==> src/rtl/ptw_pkg.sv <==
// Shared constants for the page table walker with frame eviction.
// No dependencies.
package ptw_pkg;
  localparam int OFFSET_BITS = 4;
  localparam int LEVELS = 2;
  localparam int FRAME_COUNT = 64;
  localparam int DATA_BITS = 32;
  localparam int PAGE_WORDS = 1 << OFFSET_BITS;
  localparam int PAGE_BITS = OFFSET_BITS * LEVELS;
  localparam int PAGE_COUNT = 1 << PAGE_BITS;
  localparam int VA_BITS = OFFSET_BITS * (LEVELS + 1);
  localparam int FRAME_BITS = $clog2(FRAME_COUNT);
  localparam int FA_BITS = FRAME_BITS + OFFSET_BITS;
  localparam int SA_BITS = PAGE_BITS + OFFSET_BITS;
  localparam int LVL_BITS = $clog2(LEVELS + 1);
  localparam int DEP_BITS = (LEVELS > 1) ? $clog2(LEVELS) : 1;
  localparam logic OP_READ = 1'b0;
  localparam logic OP_WRITE = 1'b1;
endpackage

==> src/rtl/ptw_dist.sv <==
// Cyclic page distance unit, shared by every leaf visit of the tree scan.
// Depends on ptw_pkg.
module ptw_dist (
  input  logic [ptw_pkg::PAGE_BITS-1:0] p,
  input  logic [ptw_pkg::PAGE_BITS-1:0] q,
  output logic [ptw_pkg::PAGE_BITS:0]   distance
);
  import ptw_pkg::*;
  logic [PAGE_BITS:0] d;
  logic [PAGE_BITS:0] e;
  always_comb begin
    d = (p > q) ? {1'b0, p - q} : {1'b0, q - p};
    e = (PAGE_BITS+1)'(PAGE_COUNT) - d;
    distance = (e < d) ? e : d;
  end
endmodule

==> config.mk <==
export PLATFORM = sky130hd
export DESIGN_NAME = ptw_dist
export DESIGN_NICKNAME = d
export VERILOG_FILES = /design/src/rtl/ptw_pkg.sv /design/src/rtl/ptw_dist.sv
export SDC_FILE = /design/constraint.sdc
export NUM_CORES = 1
export LEC_CHECK = 0
export BUFFER_PORTS_ARGS = -buffer_cell sky130_fd_sc_hd__buf_4
export CAP_MARGIN = 0
export CORE_MARGIN = 10
export CORE_UTILIZATION = 52
export DETAILED_ROUTE_END_ITERATION = 10
export PLACE_DENSITY = 0.87
export SYNTH_ARGS = -nofsm -noshare
export SYNTH_HDL_FRONTEND = slang
export SYNTH_SLANG_ARGS = --single-unit
==> constraint.sdc <==
create_clock -name vclk -period 5.4
set_input_delay 1.08 -clock vclk [all_inputs]
set_output_delay 1.08 -clock vclk [all_outputs]
set_load 0.02 [all_outputs]
==> reports/metrics.yaml <==
critical_path_arrival_ns: 5.03
outcome: "finished, violations left"
grt_pass1_vias: 1419
worstHoldStart: "q[0]"
post_drt_wl_per_cell_um: 23.1
n_antenna_cell: 0
rows: 16
grt_first_pass_wirelength_um: 6670
n_sequential_cell: 0
place_congestion: 0.922
dp_hpwl_um: 2690
grt_start_max_net_pins: 11
syn_inst: 133
die-area_um2: 4290
worst_pin_slew_ns: 0.512
dr.pass1.iters: 6
area_growth_syn_to_layout_pct: 67.3
tns_ns: -4.05
postPlaceCellArea_um2: 1620
nFillCells: 76
crit_start: "p[0]"
synthesis.nets: 171
ys_seq_area_frac: 0
yosys_warnings: 0
crit_type: "primary input to output pin"
drive_gt1_frac: 0.510
wirelength_um: 5060
max-cap-violations: 0
grt_usage: 0.188
irDropWorstVdd_mv: 0.263
cp-end-kind: "output pin"
worst_setup_path_start_kind: "primary input"
final-setup-viol-count: 7
hold_buffers: 0
required_ns: 4.32
die_w_um: 65.5
core_um2: 1960
cp_max_fo: 4
grt-ovfl-total: 0
die_h_um: 65.5
antenna_found_initial: 0
finalWorstSetupSlack_ns: -0.706
regArea_um2: 0
yosysUniqueCellTypes: 39
synth_area_per_cell_um2: 8.08
slew_headroom: 0.656
pin_count: 25
postRouteAntennaNets: 0
synthesis.area_um2: 1070
hold_path.class: "primary input to output pin"
period_share: 1.13
io_buffers: 24
n_clock_buffer: 0
maxClockFrequency_mhz: 164
start_util: 0.548
p_per_area_nw_per_um2: 318
multi_input_comb_area_um2: 1130
drc_errors: 0
leakagePower_uw: 0.000922
violations: "setup timing"
dr_total_vias: 1399
design_area_um2: 1800
finalHoldViolations: 0
slew_viol_final: 0
nets: 232
rsz0062_at_grt: "yes"
drt-initial-drc-count: 131
min_period_ns: 6.11
routed_via_density: 6.39
[worst max-delay path, cell delays in order]
cell and delay [ns]:
buf_12 0.11, inv_12 0.04, ha_4 0.12, inv_2 0.04
fa_2 0.36, a211oi_4 0.26, o31ai_4 0.11, o21bai_4 0.21
mux2i_1 0.24, xor2_1 0.27, and3_1 0.31, nand3_2 0.15
nand3b_1 0.23, ha_4 0.28, buf_4 0.15, a41o_4 0.29
nor3b_4 0.23, buf_12 0.16, mux2i_4 0.23, buf_6 0.14
[synthesized netlist by cell type (2+ instances only)]
library cell  instances  area [um^2]
nand4_1               2         12.5
fa_1                  2         40.0
a21oi_1              11         55.1
nor2_1                2         7.51
nand2_1               5         18.8
o21ai_0               2         10.0
buf_6                 5         56.3
nand3b_1              3         22.5
inv_1                20         75.1
a31oi_1               2         12.5
xor2_1                5         43.8
xnor2_1               7         61.3
a21o_1                9         67.6
ha_1                 20          250
nor3_1                3         15.0
mux2i_1              10          100
a211oi_1              3         22.5
[cells in the final DEF (no fill, tap or decap), types with 2 or more instances in the layout]
cell      Yosys  layout
nor3_2        0       2
a211oi_1      3       2
a21oi_2       0       2
ha_4          0       3
nand4_1       2       2
mux2i_1      10       4
xnor2_2       1       3
nand2_1       5       5
inv_1        20      18
a21oi_1      11       9
a31oi_1       2       2
xnor2_1       7       5
xor2_1        5       4
a21o_1        9       9
buf_6         5       7
nor2_1        2       2
nand3b_1      3       3
ha_1         20      17
buf_4         1      57
buf_12        0       2
o21ai_0       2       2
mux2i_4       0       5
[kinds of logic after synthesis]
| family | count (synthesis) | synth area share |
|---|---|---|
| and+or+nand+nor | 26 | 0.158 |
| buffers and inverters | 27 | 0.134 |
| adders and majority gates | 22 | 0.270 |
| muxes | 11 | 0.107 |
| xor gates and xnor gates | 13 | 0.113 |
| other | 1 | 0.00349 |
| AOI/OAI and AO/OA | 33 | 0.214 |
[final timing paths]
check / slack, ns / endpoint / cells past startpoint
max: -0.71 / distance[5] / 20
min: 2.68 / distance[0] / 4
[timing repair]
action                     4_1_cts  5_1_grt
resized for setup               19        4
pin swaps                       15        1
setup buffers                    4        3
setup endpoints to repair        7        7
[through the flow]
step / setup WS [ns] / cells / utilization / power, uW / hold WS, ns
2_1_floorplan: -0.357 / 133 / - / 282 / 2.38
3_3_place_gp: -0.474 / 212 / 0.825 / 432 / 2.62
3_5_place_dp: -0.591 / 212 / 0.825 / 451 / 2.64
4_1_cts: -0.305 / 216 / 0.895 / 505 / 2.64
5_1_grt: -0.811 / 219 / 0.916 / 595 / 2.68
6_report: -0.706 / 219 / 0.916 / 571 / 2.68
[where the power goes]
part	total, uW	leakage, uW	internal [uW]	switching, uW
combinational	571	0.000922	286	285
sequential	0	0	0	0
clock	0	0	0	0
[final cells by class]
type	count	share of cell area
Multi-Input combinational cell	106	0.628
Timing Repair Buffer	66	0.304
Inverter	20	0.0487
Tap cell	27	0.0188
[per-layer routing]
metal / GRT usage / vias to the layer above / share of wire
met5: 0 / - / 0
met4: 0.120 / 0 / 0.090
met3: 0.0356 / 57 / 0.093
met2: 0.354 / 141 / 0.48
met1: 0.181 / 627 / 0.33
li1: - / 574 / -
Note: power is estimated with default switching activity, not from simulation.
